$ cat src/hw/rtl/dpfd_pkg.sv
// shared types and constants for the dht pulse frame decoder
// no dependencies; imported by every module of the block
package dpfd_pkg;

    // frame geometry
    localparam int FRAME_BITS  = 40;
    localparam int BYTE_W      = 8;
    localparam int BITS_CNT_W  = 6;

    // configuration register indexes
    localparam int CFG_INDEX_W = 3;
    localparam logic [CFG_INDEX_W-1:0] CFG_BIT_ONE_THRESHOLD       = 3'd0;
    localparam logic [CFG_INDEX_W-1:0] CFG_PRESENCE_CHECK_ENABLE   = 3'd1;
    localparam logic [CFG_INDEX_W-1:0] CFG_PRESENCE_NOMINAL        = 3'd2;
    localparam logic [CFG_INDEX_W-1:0] CFG_PRESENCE_TOLERANCE      = 3'd3;
    localparam logic [CFG_INDEX_W-1:0] CFG_RESPONSE_SKIP_THRESHOLD = 3'd4;
    localparam logic [CFG_INDEX_W-1:0] CFG_SENSOR_MODE             = 3'd5;

    // configuration reset values
    localparam logic [15:0] RST_BIT_ONE_THRESHOLD       = 16'd100;
    localparam logic        RST_PRESENCE_CHECK_ENABLE   = 1'b0;
    localparam logic [15:0] RST_PRESENCE_NOMINAL        = 16'd160;
    localparam logic [15:0] RST_PRESENCE_TOLERANCE      = 16'd20;
    localparam logic [15:0] RST_RESPONSE_SKIP_THRESHOLD = 16'd150;

    // sensor mode codes
    typedef enum logic [1:0] {
        MODE_AUTO  = 2'd0,
        MODE_DHT11 = 2'd1,
        MODE_DHT22 = 2'd2,
        MODE_RSVD  = 2'd3
    } sensor_mode_t;

    // result status codes
    typedef enum logic [1:0] {
        ST_OK           = 2'd0,
        ST_ABSENT       = 2'd1,
        ST_CHECKSUM     = 2'd2,
        ST_UNDETERMINED = 2'd3
    } status_t;

    // sensor type codes
    localparam logic TYPE_DHT11 = 1'b0;
    localparam logic TYPE_DHT22 = 1'b1;

    // auto detect limits
    localparam logic [BYTE_W-1:0] AUTO_BYTE_LIMIT = 8'd2;
    localparam logic [BYTE_W-1:0] SIGN_MASK       = 8'h80;

    // input request
    typedef struct packed {
        logic [15:0] capture_time;
        logic        frame_start;
    } cap_item_t;

    // result request
    typedef struct packed {
        logic [1:0]         status;
        logic [15:0]        humidity;
        logic signed [15:0] temperature;
        logic               sensor_type;
    } res_item_t;

    // settings seen by the front
    typedef struct packed {
        logic [15:0] bit_one_threshold;
        logic        presence_check_enable;
        logic [15:0] presence_nominal;
        logic [15:0] presence_tolerance;
        logic [15:0] response_skip_threshold;
    } front_cfg_t;

    // kind of frame-end event
    typedef enum logic {
        EV_ABSENT = 1'b0,
        EV_FRAME  = 1'b1
    } event_kind_t;

    // frame-end event passed from front to back
    typedef struct packed {
        event_kind_t           kind;
        logic [FRAME_BITS-1:0] frame;
    } frame_event_t;

endpackage

$ cat src/hw/rtl/dht_pulse_frame_decoder.sv
// top level of the dht pulse frame decoder: settings registers and part wiring
// depends on dpfd_pkg, dpfd_front, dpfd_queue and dpfd_back
//
// Usage
//   cap channel: one timer capture per request, frame_start marks the first
//   capture of a sensor frame. Accepted when cap_valid is high and cap_stall low.
//   res channel: one result per finished frame (status, humidity, temperature,
//   sensor_type). Taken when res_valid is high and res_stall low.
//   cfg channel: register index and data, always ready; write only while idle.
// Throughput: one capture per cycle while cap_stall is low. The front updates
//   interval, bit count and shift register for each accepted capture.
// Path: the event of the capture that ends the frame is registered in the
//   front-to-back queue, then the decoded result in the output register.
// Stall: a stalled result holds in the output register; further frame-end
//   requests wait in a two-entry queue, and cap_stall rises only when it is full.
// Reset: all settings return to their defaults, no frame is active and both
//   the queue and the output register are empty.
module dht_pulse_frame_decoder #(
    parameter int FRAME_CAPTURES = 42
) (
    input  logic                             clk,
    input  logic                             rst_n,
    input  logic                             cap_valid,
    output logic                             cap_stall,
    input  dpfd_pkg::cap_item_t              cap_data,
    output logic                             res_valid,
    input  logic                             res_stall,
    output dpfd_pkg::res_item_t              res_data,
    input  logic                             cfg_valid,
    output logic                             cfg_ready,
    input  logic [dpfd_pkg::CFG_INDEX_W-1:0] cfg_index,
    input  logic [15:0]                      cfg_data
);
    import dpfd_pkg::*;

    front_cfg_t   front_cfg_reg;
    sensor_mode_t sensor_mode_reg;

    logic         push_valid;
    logic         queue_full;
    frame_event_t push_data;
    logic         ev_pop;
    logic         ev_valid;
    frame_event_t ev_data;

    // settings registers
    assign cfg_ready = 1'b1;

    always_ff @(posedge clk or negedge rst_n)
    begin
        if (!rst_n)
        begin
            front_cfg_reg.bit_one_threshold       <= RST_BIT_ONE_THRESHOLD;
            front_cfg_reg.presence_check_enable   <= RST_PRESENCE_CHECK_ENABLE;
            front_cfg_reg.presence_nominal        <= RST_PRESENCE_NOMINAL;
            front_cfg_reg.presence_tolerance      <= RST_PRESENCE_TOLERANCE;
            front_cfg_reg.response_skip_threshold <= RST_RESPONSE_SKIP_THRESHOLD;
            sensor_mode_reg                       <= MODE_AUTO;
        end
        else if (cfg_valid && cfg_ready)
        begin
            unique case (cfg_index)
                CFG_BIT_ONE_THRESHOLD:
                    front_cfg_reg.bit_one_threshold <= cfg_data;
                CFG_PRESENCE_CHECK_ENABLE:
                    front_cfg_reg.presence_check_enable <= cfg_data[0];
                CFG_PRESENCE_NOMINAL:
                    front_cfg_reg.presence_nominal <= cfg_data;
                CFG_PRESENCE_TOLERANCE:
                    front_cfg_reg.presence_tolerance <= cfg_data;
                CFG_RESPONSE_SKIP_THRESHOLD:
                    front_cfg_reg.response_skip_threshold <= cfg_data;
                CFG_SENSOR_MODE:
                    sensor_mode_reg <= sensor_mode_t'(cfg_data[1:0]);
                default:
                    sensor_mode_reg <= sensor_mode_reg;
            endcase
        end
    end

    // capture front
    dpfd_front #(
        .FRAME_CAPTURES(FRAME_CAPTURES)
    ) u_front (
        .clk       (clk),
        .rst_n     (rst_n),
        .cfg       (front_cfg_reg),
        .cap_valid (cap_valid),
        .cap_stall (cap_stall),
        .cap_data  (cap_data),
        .push_valid(push_valid),
        .push_full (queue_full),
        .push_data (push_data)
    );

    // frame-end event queue
    dpfd_queue u_queue (
        .clk      (clk),
        .rst_n    (rst_n),
        .push     (push_valid),
        .push_data(push_data),
        .full     (queue_full),
        .pop      (ev_pop),
        .nonempty (ev_valid),
        .pop_data (ev_data)
    );

    // decode back
    dpfd_back u_back (
        .clk        (clk),
        .rst_n      (rst_n),
        .sensor_mode(sensor_mode_reg),
        .ev_valid   (ev_valid),
        .ev_data    (ev_data),
        .ev_pop     (ev_pop),
        .res_valid  (res_valid),
        .res_stall  (res_stall),
        .res_data   (res_data)
    );

endmodule

$ cat src/hw/rtl/dpfd_front.sv
// front part: accepts captures, forms intervals and shifts bits into a frame
// depends on dpfd_pkg; pushes frame-end events into the queue
module dpfd_front #(
    parameter int FRAME_CAPTURES = 42
) (
    input  logic                 clk,
    input  logic                 rst_n,
    input  dpfd_pkg::front_cfg_t cfg,
    input  logic                 cap_valid,
    output logic                 cap_stall,
    input  dpfd_pkg::cap_item_t  cap_data,
    output logic                 push_valid,
    input  logic                 push_full,
    output dpfd_pkg::frame_event_t push_data
);
    import dpfd_pkg::*;

    localparam int IDX_W = $clog2(FRAME_CAPTURES);
    localparam logic [IDX_W-1:0] BUDGET_LAST = IDX_W'(FRAME_CAPTURES - 2);
    localparam logic [BITS_CNT_W-1:0] LAST_BIT = BITS_CNT_W'(FRAME_BITS - 1);

    logic [15:0]           prev_reg, prev_next;
    logic [IDX_W-1:0]      idx_reg, idx_next;
    logic [BITS_CNT_W-1:0] bits_reg, bits_next;
    logic [FRAME_BITS-1:0] shift_reg, shift_next;
    logic                  active_reg, active_next;

    logic        accept;
    logic [15:0] interval;
    logic        first;
    logic        too_short;
    logic        too_long;
    logic        absent;
    logic        skip;
    logic        bit_val;

    // stall whenever the queue cannot take an event
    assign cap_stall = push_full;
    assign accept    = cap_valid && !cap_stall;

    // interval classification
    assign interval  = cap_data.capture_time - prev_reg;
    assign first     = (idx_reg == '0);
    assign too_short = ({1'b0, interval} + {1'b0, cfg.presence_tolerance})
                       < {1'b0, cfg.presence_nominal};
    assign too_long  = {1'b0, interval}
                       > ({1'b0, cfg.presence_nominal} + {1'b0, cfg.presence_tolerance});
    assign absent    = first && cfg.presence_check_enable && (too_short || too_long);
    assign skip      = first && (interval > cfg.response_skip_threshold);
    assign bit_val   = interval > cfg.bit_one_threshold;

    // frame state update
    always_comb
    begin
        prev_next   = prev_reg;
        idx_next    = idx_reg;
        bits_next   = bits_reg;
        shift_next  = shift_reg;
        active_next = active_reg;
        push_valid  = 1'b0;
        push_data.kind  = EV_FRAME;
        push_data.frame = shift_reg;
        if (accept)
        begin
            if (cap_data.frame_start)
            begin
                prev_next   = cap_data.capture_time;
                idx_next    = '0;
                bits_next   = '0;
                shift_next  = '0;
                active_next = 1'b1;
            end
            else if (active_reg)
            begin
                prev_next = cap_data.capture_time;
                idx_next  = idx_reg + 1'b1;
                if (absent)
                begin
                    active_next    = 1'b0;
                    push_valid     = 1'b1;
                    push_data.kind = EV_ABSENT;
                end
                else
                begin
                    if (!skip)
                    begin
                        shift_next = {shift_reg[FRAME_BITS-2:0], bit_val};
                        bits_next  = bits_reg + 1'b1;
                    end
                    push_data.frame = shift_next;
                    if (!skip && (bits_reg == LAST_BIT))
                    begin
                        active_next = 1'b0;
                        push_valid  = 1'b1;
                    end
                    else if (idx_reg >= BUDGET_LAST)
                    begin
                        active_next = 1'b0;
                    end
                end
            end
        end
    end

    // state registers
    always_ff @(posedge clk or negedge rst_n)
    begin
        if (!rst_n)
        begin
            prev_reg   <= '0;
            idx_reg    <= '0;
            bits_reg   <= '0;
            shift_reg  <= '0;
            active_reg <= 1'b0;
        end
        else
        begin
            prev_reg   <= prev_next;
            idx_reg    <= idx_next;
            bits_reg   <= bits_next;
            shift_reg  <= shift_next;
            active_reg <= active_next;
        end
    end

endmodule

$ cat src/hw/rtl/dpfd_queue.sv
// two-entry queue of frame-end events between front and back
// depends on dpfd_pkg for the event type
module dpfd_queue (
    input  logic                   clk,
    input  logic                   rst_n,
    input  logic                   push,
    input  dpfd_pkg::frame_event_t push_data,
    output logic                   full,
    input  logic                   pop,
    output logic                   nonempty,
    output dpfd_pkg::frame_event_t pop_data
);
    import dpfd_pkg::*;

    localparam int DEPTH = 2;
    localparam int PTR_W = $clog2(DEPTH);

    frame_event_t         slot_reg [DEPTH];
    logic [PTR_W-1:0]     wr_ptr_reg;
    logic [PTR_W-1:0]     rd_ptr_reg;
    logic [PTR_W:0]       count_reg;

    assign full     = (count_reg == (PTR_W+1)'(DEPTH));
    assign nonempty = (count_reg != '0);
    assign pop_data = slot_reg[rd_ptr_reg];

    // storage, no reset needed
    always_ff @(posedge clk)
    begin
        if (push)
        begin
            slot_reg[wr_ptr_reg] <= push_data;
        end
    end

    // pointers and fill count
    always_ff @(posedge clk or negedge rst_n)
    begin
        if (!rst_n)
        begin
            wr_ptr_reg <= '0;
            rd_ptr_reg <= '0;
            count_reg  <= '0;
        end
        else
        begin
            if (push)
            begin
                wr_ptr_reg <= wr_ptr_reg + 1'b1;
            end
            if (pop)
            begin
                rd_ptr_reg <= rd_ptr_reg + 1'b1;
            end
            unique case ({push, pop})
                2'b10:   count_reg <= count_reg + 1'b1;
                2'b01:   count_reg <= count_reg - 1'b1;
                default: count_reg <= count_reg;
            endcase
        end
    end

endmodule

$ cat src/hw/rtl/dpfd_back.sv
// back part: checksum, type selection and value conversion of a frame
// depends on dpfd_pkg; drives the registered result channel
module dpfd_back (
    input  logic                   clk,
    input  logic                   rst_n,
    input  dpfd_pkg::sensor_mode_t sensor_mode,
    input  logic                   ev_valid,
    input  dpfd_pkg::frame_event_t ev_data,
    output logic                   ev_pop,
    output logic                   res_valid,
    input  logic                   res_stall,
    output dpfd_pkg::res_item_t    res_data
);
    import dpfd_pkg::*;

    logic [BYTE_W-1:0] b0, b1, b2, b3, b4;
    logic [BYTE_W-1:0] sum;
    logic              is22;
    logic              undetermined;
    logic [15:0]       hum11;
    logic [15:0]       temp11;
    logic [15:0]       temp22;
    res_item_t         result;

    logic      res_valid_reg, res_valid_next;
    res_item_t res_data_reg, res_data_next;

    // byte split, first received byte is b0
    assign b0 = ev_data.frame[39:32];
    assign b1 = ev_data.frame[31:24];
    assign b2 = ev_data.frame[23:16];
    assign b3 = ev_data.frame[15:8];
    assign b4 = ev_data.frame[7:0];
    assign sum = b0 + b1 + b2 + b3;

    // type selection
    always_comb
    begin
        undetermined = 1'b0;
        is22         = 1'b0;
        unique case (sensor_mode)
            MODE_AUTO:
            begin
                priority if (b0 > AUTO_BYTE_LIMIT)
                    is22 = 1'b0;
                else if ((b2 & SIGN_MASK) != '0)
                    is22 = 1'b1;
                else if ((b1 == '0) && (b3 == '0))
                begin
                    priority if (b2 > AUTO_BYTE_LIMIT)
                        is22 = 1'b0;
                    else if (b0 == AUTO_BYTE_LIMIT)
                        undetermined = 1'b1;
                    else
                        is22 = 1'b1;
                end
                else
                    is22 = 1'b1;
            end
            MODE_DHT22: is22 = 1'b1;
            MODE_DHT11: is22 = 1'b0;
            MODE_RSVD:  is22 = 1'b0;
            default:    is22 = 1'b0;
        endcase
    end

    // value conversion, times ten as shift and add
    assign hum11  = {5'd0, b0, 3'd0} + {7'd0, b0, 1'd0} + {8'd0, b1};
    assign temp11 = {5'd0, b2, 3'd0} + {7'd0, b2, 1'd0} + {8'd0, b3};
    assign temp22 = ((b2 & SIGN_MASK) != '0) ? (16'd0 - {1'b0, b2[6:0], b3})
                                              : {b2, b3};

    // result selection
    always_comb
    begin
        result.status      = ST_OK;
        result.humidity    = '0;
        result.temperature = '0;
        result.sensor_type = TYPE_DHT11;
        priority if (ev_data.kind == EV_ABSENT)
            result.status = ST_ABSENT;
        else if (sum != b4)
            result.status = ST_CHECKSUM;
        else if (undetermined)
            result.status = ST_UNDETERMINED;
        else if (is22)
        begin
            result.humidity    = {b0, b1};
            result.temperature = temp22;
            result.sensor_type = TYPE_DHT22;
        end
        else
        begin
            result.humidity    = hum11;
            result.temperature = temp11;
        end
    end

    // output register loads when empty or being taken
    assign ev_pop = ev_valid && (!res_valid_reg || !res_stall);

    always_comb
    begin
        res_valid_next = res_valid_reg;
        res_data_next  = res_data_reg;
        if (ev_pop)
        begin
            res_valid_next = 1'b1;
            res_data_next  = result;
        end
        else if (!res_stall)
        begin
            res_valid_next = 1'b0;
        end
    end

    always_ff @(posedge clk or negedge rst_n)
    begin
        if (!rst_n)
        begin
            res_valid_reg <= 1'b0;
        end
        else
        begin
            res_valid_reg <= res_valid_next;
        end
    end

    always_ff @(posedge clk)
    begin
        res_data_reg <= res_data_next;
    end

    assign res_valid = res_valid_reg;
    assign res_data  = res_data_reg;

endmodule

$ cat config.mk
export PLATFORM = sky130hd
export DESIGN_NAME = dht_pulse_frame_decoder
export DESIGN_NICKNAME = d
export VERILOG_FILES = /design/src/hw/rtl/dpfd_pkg.sv /design/src/hw/rtl/dht_pulse_frame_decoder.sv /design/src/hw/rtl/dpfd_front.sv /design/src/hw/rtl/dpfd_queue.sv /design/src/hw/rtl/dpfd_back.sv
export SDC_FILE = /design/constraint.sdc
export NUM_CORES = 1
export LEC_CHECK = 0
export ABC_CLOCK_PERIOD_IN_PS = 10100
export BUFFER_PORTS_ARGS = -buffer_cell sky130_fd_sc_hd__clkbuf_2
export CAP_MARGIN = 20
export CORE_AREA = 2 2 169 171
export CTS_CLUSTER_DIAMETER = 30
export DETAILED_ROUTE_END_ITERATION = 8
export DIE_AREA = 0 0 171 173
export GPL_TIMING_DRIVEN = 0
export PLACE_DENSITY = 0.77
export SLEW_MARGIN = 10
export SYNTH_ARGS = -nofsm -noshare
export SYNTH_HDL_FRONTEND = slang
export SYNTH_SLANG_ARGS = --single-unit
$ cat constraint.sdc
create_clock -name clk -period 10.1 [get_ports clk]
set_input_delay 0.505 -clock clk [delete_from_list [all_inputs] [get_ports clk]]
set_output_delay 0.505 -clock clk [all_outputs]
set_load 0.1 [all_outputs]
# Word-level counts from Yosys, hierarchy flattened
# Memories as Yosys holds them, arrays and structs flattened.
# Index checks and enable logic that the tools add are counted.
# classes
muxes	48
div	0
n_lt_le_gt_ge	7
reduce_logical	31
mul	0
shifts	0
n_addsub	17
n_bitwise	1
eq_ne	17
# op_table
cell	n
2-to-1 mux 40 bit	4
2-to-1 mux 41 bit	3
2-to-1 mux 16 bit	3
2-to-1 mux 6 bit	6
adder 16 x 16 -> 17 bit	2
adder 16 x 8 -> 16 bit	2
greater-than comparator 16 bit	2
2-to-1 mux 32 bit	1
2-to-1 mux 1 bit	27
adder 11 x 9 -> 12 bit	2
adder 8 bit	3
greater-than comparator 16 x 17 -> 1 bit	1
< comparator 17 x 16 -> 1 bit	1
greater-than comparator 8 x 2 -> 1 bit (second input constant)	2
zero test 8 bit	2
subtractor 1 x 15 -> 16 bit (first input constant)	1
subtractor 16 bit	1
AND reduction 2 bit	7
adder 6 x 1 -> 6 bit (second input constant)	2
equality test 2 bit (second input constant)	4
equality test 8 x 2 -> 1 bit (second input constant)	1
inequality test 8 bit	1
logical AND 1 bit	7
equality test 3 x 2 -> 1 bit (second input constant)	2
other kinds (23)	34
# word_totals
input_bits	41
output_inout_bits	38
rom_bits	0
ram_bits	82
mem_count	1
latch_bits	0
elab_cells	141
register_bits	176
# memory_table
memory	depth	word_bits	rd	rd_ports_with_merged_regs	wr	line	source
u_queue.slot_reg	2	41	1	0	1	dpfd_queue.sv:18	frame_event_t slot_reg [DEPTH];

# Longest topological paths before layout
# Gate-level depths: netlist of run 1.
# depth
depth_word	12
mapped_depth	29
ltp_nobuf	29

# Modules after synthesis
# From an unflattened synthesis of run 1, not the netlist that was laid out.
# hier_totals
hier_cells	1423
hier_area_um2	16628.4
# modules_own_cells
mod	seq_area_each_um2	area_per_inst_um2	cells_each	instances
dpfd_front	1726.7	6917.9	787	1
dpfd_back	1076.0	3646.0	344	1
dpfd_queue	2562.5	3348.2	144	1
dht_pulse_frame_decoder	1690.4	2716.4	148	1

# Worst setup path after synthesis of run 1
# No wires, ideal clock.
# synth_path
path_kind	input to register
start	in cap_data[1] in the netlist's numbering
end	mem u_queue.slot_reg[0][0] in the netlist's numbering (enable)
slack_ps	2818
path_buffers	0
setup_ps	439
cell_stages	25
arrival_time_ps	6843
required_time_ps	9661
cell_sequence	inv_1 ha_1 inv_1 fa_1 a21o_1 a21oi_1 o21bai_1 a21oi_1 xnor2_1 ha_1 a2111o_1 o21ai_1 o21ai_0 a31o_2 a21o_1 a21oi_1 xnor2_1 ha_1 a21o_1 a2111oi_0 o211ai_1 nor4_1 a21oi_1 a21o_1 nor2_1
# synth_between
elab_chain_len	12
elab_cells_between_ends	17
classes_between	add/sub (2); order compare (3); mux (7); reduce/logical (5)
# synth_lines
item	line	source
from (decl)	dht_pulse_frame_decoder.sv:25	input dpfd_pkg::cap_item_t cap_data,
subtractor 16 bit *	dpfd_front.sv:42	assign interval = cap_data.capture_time - prev_reg;
branches (longest 5 deep; another with adder 16 x 16 -> 17 bit)	-	
2-to-1 mux 1 bit *	dpfd_front.sv:77	if (absent)
2-to-1 mux 1 bit *	dpfd_front.sv:73	else if (active_reg)
2-to-1 mux 1 bit *	dpfd_front.sv:65	if (cap_data.frame_start)
2-to-1 mux 1 bit *	dpfd_front.sv:63	if (accept)
2-to-1 mux 1 bit *	dpfd_queue.sv:30	if (push)
2-to-1 mux 1 bit (not written as such) *	dpfd_queue.sv:32	slot_reg[wr_ptr_reg] <= push_data;
to (decl)	dpfd_queue.sv:18	
# Every way passes the cells marked *.

# Worst setup path in the final report of run 1
# layout_path
start	reg u_front.prev_reg[0]
end	mem u_queue.slot_reg[1][2] in the netlist's numbering (enable)
# layout_between
elab_chain_len	12
elab_cells_between_ends	17
classes_between	add/sub (2); order compare (3); mux (7); reduce/logical (5)
# layout_lines
item	line	source
from (decl)	dpfd_front.sv:22	logic [15:0] prev_reg, prev_next;
from (signal assigned)	dpfd_front.sv:118	prev_reg <= prev_next;
subtractor 16 bit *	dpfd_front.sv:42	
branches (longest 5 deep; another with adder 16 x 16 -> 17 bit)	-	
2-to-1 mux 1 bit *	dpfd_front.sv:77	
2-to-1 mux 1 bit *	dpfd_front.sv:73	
2-to-1 mux 1 bit *	dpfd_front.sv:65	
2-to-1 mux 1 bit *	dpfd_front.sv:63	
2-to-1 mux 1 bit *	dpfd_queue.sv:30	
2-to-1 mux 1 bit (not written as such) *	dpfd_queue.sv:32	
# Marks and branches as above.

==> run summary, run 1 <==
Area Growth Syn to Fin: 16.9%
HPWL after DPL: 28,700 µm
Status: completed
Number of H-tree levels: 2
Vias/cell: 5.85
Final min period: 7.52 ns
Post-synth cell types: 74
Simple-Gate Fraction of Synth Area: 0.105
CTS buffer count: 51
Maximum number of pins on one net before global-route repair: 85
Tot GR Track Use: 0.260
Data required, critical path: 10.33 ns
Main synth FF type: dfrtp_1
Die ar.: 29,600 µm²
Delay of the slowest critical-path stage: 0.67 ns
Clk buf depth: 3
Slew Limit Fails: 0
Path type of the worst setup path: reg2reg
Crit Path Max Fanout: 22
Starting DRT DRC Count: 747
Vias after detailed routing: 12,200
Critical Path AT: 7.75 ns
GR Overflow Total: 0
Yosys reg bits: 258
Synth Area in XOR/XNOR: 0.0506
Yosys top cell area share: 0.214
Hold crit path type: in2reg
Post-CTS Repair Setup Buffers: 0
Compound-cell area share of the yosys netlist: 0.149
Post-route DRC: 0
Least-Margin Pin Slew: 0.909 ns
Starting density of the core: 0.595
Unrepaired setup endpoints after global routing: false
N_diodes: 0
Relative slew slack: 0.385
Worst setup EP type: flop
Post-CTS Hold Buffers: 1
Top post-synthesis cells by area: edfxtp_1, dfrtp_1, ha_1, o21ai_0, mux2_4
Post-synthesis mux area share: 0.0844
Final instance area: 19,200 µm²
Final total negative setup slack: 0 ns
Vias in the first global route: 12,000
CP Buf/Inv Count: 2
FP Rows: 61
Drt pass-1 iters: 5
Synth Warn #: 0
Die span in x: 171 µm
Adder-cell share of the synthesized area: 0.141
Mapped Nets: 1,737
Number of antenna violations at the first check in global routing: 0
Layout cells sized above 1: 0.177
Avg Cell Area, Syn: 10.8 µm²
Clock slew at reported path FFs: 0.05 ns
Largest family of logic cells by synthesized area: compound AO/OA/AOI/OAI gates
CP startpoint kind: flop
Post-CTS resize count: 0
# IOs: 79
Final WL: 38,400 µm
Root Driver: clkbuf_16
Crit-path leading delay family: compound AO/OA/AOI/OAI gates
Final ANT Viol Nets: 0
Period utilization: 0.744
First-pass GRT wire length: 61,200 µm
Clk_skew: 0.0276 ns
Finish-stage setup viols: 0
Largest area contributor in the netlist: edfxtp_1
Cell Area, Placed: 17,400 µm²
Max-cap violations: 0
WL/cell: 18.4 µm
CTS sink cnt: 258
Crit path max-delay cell type: nor4_1
Area of the mapped netlist: 16,400 µm²
Max reg flops: 82
Nets: 1,873
Core Box Area: 27,600 µm²
Post-synth EDFFs: 117
Post-synthesis sequential area ratio: 0.429
DIE HEIGHT: 173 µm
CTS tree: built
Clk_lat worst skew: 0.55 ns
Final hold vios: 0
Max Fclk: 0.133 GHz
# port buffers: 77
Routability cong.: 0.928
Ys async rst share: 0.547
Cells after Synth: 1,524
## cells in the mapped netlist (20+ instances only)
cell type and number:
xor2_1 27, nor2_1 78, fa_1 21, a21o_1 23, nor3_1 30, a211oi_1 23, dfrtp_1 130, nand2_1 126
a22o_1 42, mux2_2 38, inv_1 112, mux2_4 40, ha_1 151, a21oi_1 67, edfxtp_1 117, mux2i_1 33
nand3_1 20, xnor2_1 68, o21ai_0 121
## cells in the final DEF (no fill, tap or decap), drive strengths merged, types with 12 or more instances in the layout
cell | synthesis | routed
edfxtp | 117 | 117
nand2b | 12 | 12
dfrtp | 130 | 130
clkbuf | 19 | 162
a21o | 23 | 23
nand3 | 20 | 20
nor2b | 16 | 16
xor2 | 27 | 27
clkinv | 0 | 14
buf | 25 | 30
a211oi | 23 | 23
xnor2 | 68 | 68
a22o | 42 | 42
mux2 | 78 | 78
nor2 | 79 | 79
a21oi | 67 | 67
inv | 112 | 118
ha | 151 | 151
and3 | 13 | 13
nor3 | 30 | 30
o21a | 14 | 14
fa | 21 | 21
o21ai | 125 | 125
mux2i | 35 | 35
nand2 | 126 | 126
## cells by family after synthesis
logic type      count (synthesis)
fa+ha+maj                     173
simple gates                  357
mux                           113
other cells                     1
compound gates                371
buf+inv                       156
xor+xnor                       95
flops                         258
## layout make-up
type	instances	area (µm²)
repair buffers	83	512
fillers	2081	8420
clock inverters	30	328
flip-flops and latches	258	7060
plain buffers	44	251
well taps	378	473
clock buffers	66	1440
multi-input cells	1110	8730
inverters	112	420
## worst paths after layout
path | start | endpoint | slack (ns) | depth (start not counted)
hold reg to reg | u_front.prev_reg[0]$_DFFE_PN0P_ | u_front.prev_reg[0]$_DFFE_PN0P_ | 0.50 | 2
hold / removal | cap_data[16] | u_front.prev_reg[15]$_DFFE_PN0P_ | 0.18 | 3
min in group asynchronous | rst_n | u_front.prev_reg[14]$_DFFE_PN0P_ | 0.49 | 2
setup reg to reg | u_front.prev_reg[0]$_DFFE_PN0P_ | u_queue.slot_reg[1][2]$_DFFE_PP_ | 2.58 | 26
setup / recovery | u_front.prev_reg[0]$_DFFE_PN0P_ | u_queue.slot_reg[1][2]$_DFFE_PP_ | 2.58 | 26
max in group asynchronous | rst_n | front_cfg_reg[51]$_DFFE_PN1P_ | 8.80 | 3
## routing by layer
layer / track usage / up-vias / share of wire
met5: 0 / - / 0
met1: 0.312 / 5883 / 0.41
met3: 0.0380 / 90 / 0.041
li1: - / 5860 / -
met4: 0.104 / 0 / 0.036
met2: 0.464 / 333 / 0.51
## stage by stage
stage          hold WS (ns)  utilization  instances  setup slack [ns]
2_1_floorplan         0.209            -       1524              2.82
3_3_place_gp          0.465        0.626       1979             0.636
3_5_place_dp          0.494        0.631       1984              2.40
4_1_cts               0.164        0.695       2081              2.66
5_1_grt               0.174        0.695       2081              2.16
6_report              0.179        0.695       2081              2.58
## worst register-to-register path, cell delays in order (launching register included)
cell and delay [ns]:
dfrtp_1 0.35, ha_1 0.18, inv_1 0.06, fa_1 0.41, a21o_1 0.19, a21oi_1 0.27, o21bai_1 0.10, a21oi_1 0.17
xnor2_1 0.31, ha_1 0.40, o21ai_0 0.18, nand2b_1 0.07, o21ai_1 0.18, o21ai_0 0.19, a31o_2 0.30, a21o_1 0.18
a21oi_1 0.17, xnor2_1 0.14, ha_1 0.27, a21o_1 0.19, a2111oi_0 0.51, o211ai_1 0.18, nor4_1 0.67, a21oi_1 0.34
a21o_1 0.37, nor2_4 0.55, buf_16 0.25
Power of run 1 is left out: the tool's default activity adds up to more than one toggle a clock period on the data nets, which glitch-free logic cannot reach.
==> run 2, diff against run 1 <==
- ABC_AREA: not set -> 1
- ABC_CLOCK_PERIOD_IN_PS: 10100 -> 6080
- CORE_AREA: 2 2 169 171 -> 2 2 176 178
- DIE_AREA: 0 0 171 173 -> 0 0 178 180
- clock period: 10.1 -> 6.08 ns (I/O delays scaled with it)
==> run 2 against run 1 <==
  * Hold slack worse by 0.16 ns
  * Count of clock-buffer cells in the layout grew 2
  * Die area rose by 8.3%
  * Critical endpoint is now u_queue.slot_reg[0][20]$_DFFE_PP_
==> run summary, run 2 <==
DIE HEIGHT: 180 µm (+4.0%)
Relative slew slack: 0.441 (+0.0558)
Die ar.: 32,000 µm² (+8.3%)
FP Rows: 64 (+4.9%)
Worst setup margin: 0.228 ns (-2.36 ns)
CP startpoint kind: flop
Area Growth Syn to Fin: 17.5%
Layout cells sized above 1: 0.115 (-0.0622)
N_diodes: 0 (unchanged)
Area of the mapped netlist: 16,900 µm² (+2.9%)
Maximum number of pins on one net before global-route repair: 100 (+18%)
Mapped Nets: 2,254 (+30%)
Top post-synthesis cells by area: edfxtp_1, dfrtp_1, nand2_1, ha_1, inv_1
Number of H-tree levels: 2 (unchanged)
Final WL: 43,900 µm (+14%)
Slew Limit Fails: 0 (unchanged)
Vias/cell: 5.60 (-4.3%)
Util after Layout: 0.658 (-0.0372)
Yosys reg bits: 258 (unchanged)
Finished Layout Cells: 2,628 (+26%)
Clk buf depth: 3 (unchanged)
Number of antenna violations at the first check in global routing: 0 (unchanged)
CTS sink cnt: 258 (unchanged)
GR Overflow Total: 0 (unchanged)
Least-Margin Pin Slew: 0.829 ns (-0.0797 ns)
Hold crit path type: in2reg
Clock slew at reported path FFs: 0.05 ns (about the same)
Root Driver: clkbuf_16
Largest area contributor in the netlist: edfxtp_1
Delay of the slowest critical-path stage: 0.40 ns (-0.27 ns)
Most common library cell in the layout ignoring fill and taps: nand2_1
Main synth FF type: dfrtp_1
# IOs: 79 (unchanged)
CTS tree: built
Path type of the worst setup path: reg2reg
Max-cap violations: 0 (unchanged)
Vias after detailed routing: 14,700 (+21%)
Crit-path most repeated cell: nand2_1
Most frequent cells in the layout: nand2_1, inv_1, nand3_1
Period utilization: 0.963 (+0.218)
Post-synth cell types: 54 (-27%)
WL/cell: 16.7 µm (-9.4%)
Routability cong.: 0.947 (+2.1%)
Synth Warn #: 0 (unchanged)
Nets: 2,402 (+28%)
Crit Path Max Fanout: 25 (+14%)
Crit path max-delay cell type: fa_1
Post-synth EDFFs: 117 (unchanged)
Final min period: 5.85 ns (-1.66 ns)
Top post-synthesis cells by count: nand2_1, inv_1, ha_1, nand3_1, dfrtp_1
Finish-stage setup viols: 0 (unchanged)
Ys async rst share: 0.547 (unchanged)
Starting density of the core: 0.560 (-0.0345)
First-pass GRT wire length: 71,000 µm (+16%)
Starting DRT DRC Count: 1,344 (+80%)
Count leader, synth: nand2_1
WHS: 0.0187 ns (-0.160 ns)
Post-route DRC: 0 (unchanged)
Final ANT Viol Nets: 0 (unchanged)
CTS buffer count: 53 (+3.9%)
Clk_skew: 0.0314 ns (+0.00381 ns)
# port buffers: 76 (-1.3%)
Vias in the first global route: 14,100 (+18%)
HPWL after DPL: 31,800 µm (+11%)
Final hold vios: 0 (unchanged)
Status: completed
Cells after Synth: 2,041 (+34%)
Placement Setup Slack: -0.698 ns (-3.09 ns)
Worst setup EP type: flop
Avg Cell Area, Syn: 8.29 µm² (-23%)
Clk_lat worst skew: 0.56 ns (about the same)
Max Fclk: 0.171 GHz (+28%)
Post-synthesis sequential area ratio: 0.417 (-0.0122)
Drt pass-1 iters: 5 (unchanged)
Data required, critical path: 6.33 ns (-4.00 ns)
Max reg flops: 82 (unchanged)
Critical Path AT: 6.10 ns (-1.65 ns)
Yosys top cell area share: 0.208 (-0.00607)
Core Box Area: 30,200 µm² (+9.3%)
Dpl cells: 2,516 (+27%)
Tot GR Track Use: 0.276 (+0.0167)
Die span in x: 178 µm (+4.1%)
-- run 2: cell types whose count changed after synthesis, sizes merged, moves of 16 or more --
| cell | change |
|---|---|
| a211oi | -18 |
| a21oi | +43 |
| a22o | -42 |
| inv | +133 |
| mux2 | -78 |
| mux2i | -33 |
| nand2 | +477 |
| nand3 | +133 |
| nor2b | -16 |
| o21ai | +20 |
| xnor2 | -31 |
| xor2 | +26 |
-- run 2: worst paths after layout --
path	slack, ns	cells after the start	end	from
setup / recovery	0.23	33	u_queue.slot_reg[0][20]$_DFFE_PP_	u_front.prev_reg[0]$_DFFE_PN0P_
hold / removal	0.02	3	u_front.prev_reg[5]$_DFFE_PN0P_	cap_data[6]
setup reg to reg	0.23	33	u_queue.slot_reg[0][20]$_DFFE_PP_	u_front.prev_reg[0]$_DFFE_PN0P_
hold reg to reg	0.48	2	front_cfg_reg[59]$_DFFE_PN0P_	front_cfg_reg[59]$_DFFE_PN0P_
max in group asynchronous	4.96	3	u_front.shift_reg[31]$_DFFE_PN0P_	rst_n
min in group asynchronous	0.25	2	u_front.shift_reg[16]$_DFFE_PN0P_	rst_n
-- run 2: cell type report --
type                            instances  area (µm²)
Inverter                              246         928
Buffer                                 58         313
Clock buffer                           68        1430
Tap cell                              396         495
Sequential cell                       258        7060
Fill cell                            2374       10300
Clock inverter                         30         284
Timing Repair Buffer                   93         602
Multi-Input combinational cell       1479        8750
-- run 2: critical path: cells and delay by family, from the launching register on --
kind	cells	cell delay [ns]
AOI/OAI and AO/OA	10	1.67
and+or+nand+nor	14	1.48
adders and majority gates	4	1.07
buffers and inverters	3	0.59
DFF	1	0.36
xor gates and xnor gates	2	0.36
-- run 2: cell families after synthesis --
family	count (synthesis)	synth area share
simple gates	912	0.226
xor+xnor	90	0.0466
buf+inv	304	0.0732
other cells	1	0.000222
fa+ha+maj	172	0.137
mux	2	0.00118
flops	258	0.417
compound gates	302	0.0991
-- run 2: per-layer routing --
| metal | track usage | vias to the layer above | part of all wire |
|---|---|---|---|
| li1 | - | 7051 | - |
| met1 | 0.393 | 7022 | 0.44 |
| met2 | 0.431 | 538 | 0.46 |
| met3 | 0.0480 | 99 | 0.073 |
| met4 | 0.0869 | 0 | 0.028 |
| met5 | 0 | - | 0 |
-- run 2: what timing repair did --
action	CTS	global route
buffers inserted	1	2
hold buffers	11	0
hold endpoints to repair	52	0
setup endpoints to repair	204	204
pin swaps	1	1
resized for setup	6	19
-- run 2: per-stage QoR --
step	cell area [µm²]	TNS, ns
6_report	19900	0
2_1_floorplan	16900	0
5_1_grt	19900	-0.997
3_3_place_gp	17800	-126.92
3_5_place_dp	17900	-78.47
4_1_cts	19700	0
Power of run 2 is left out for the same reason.
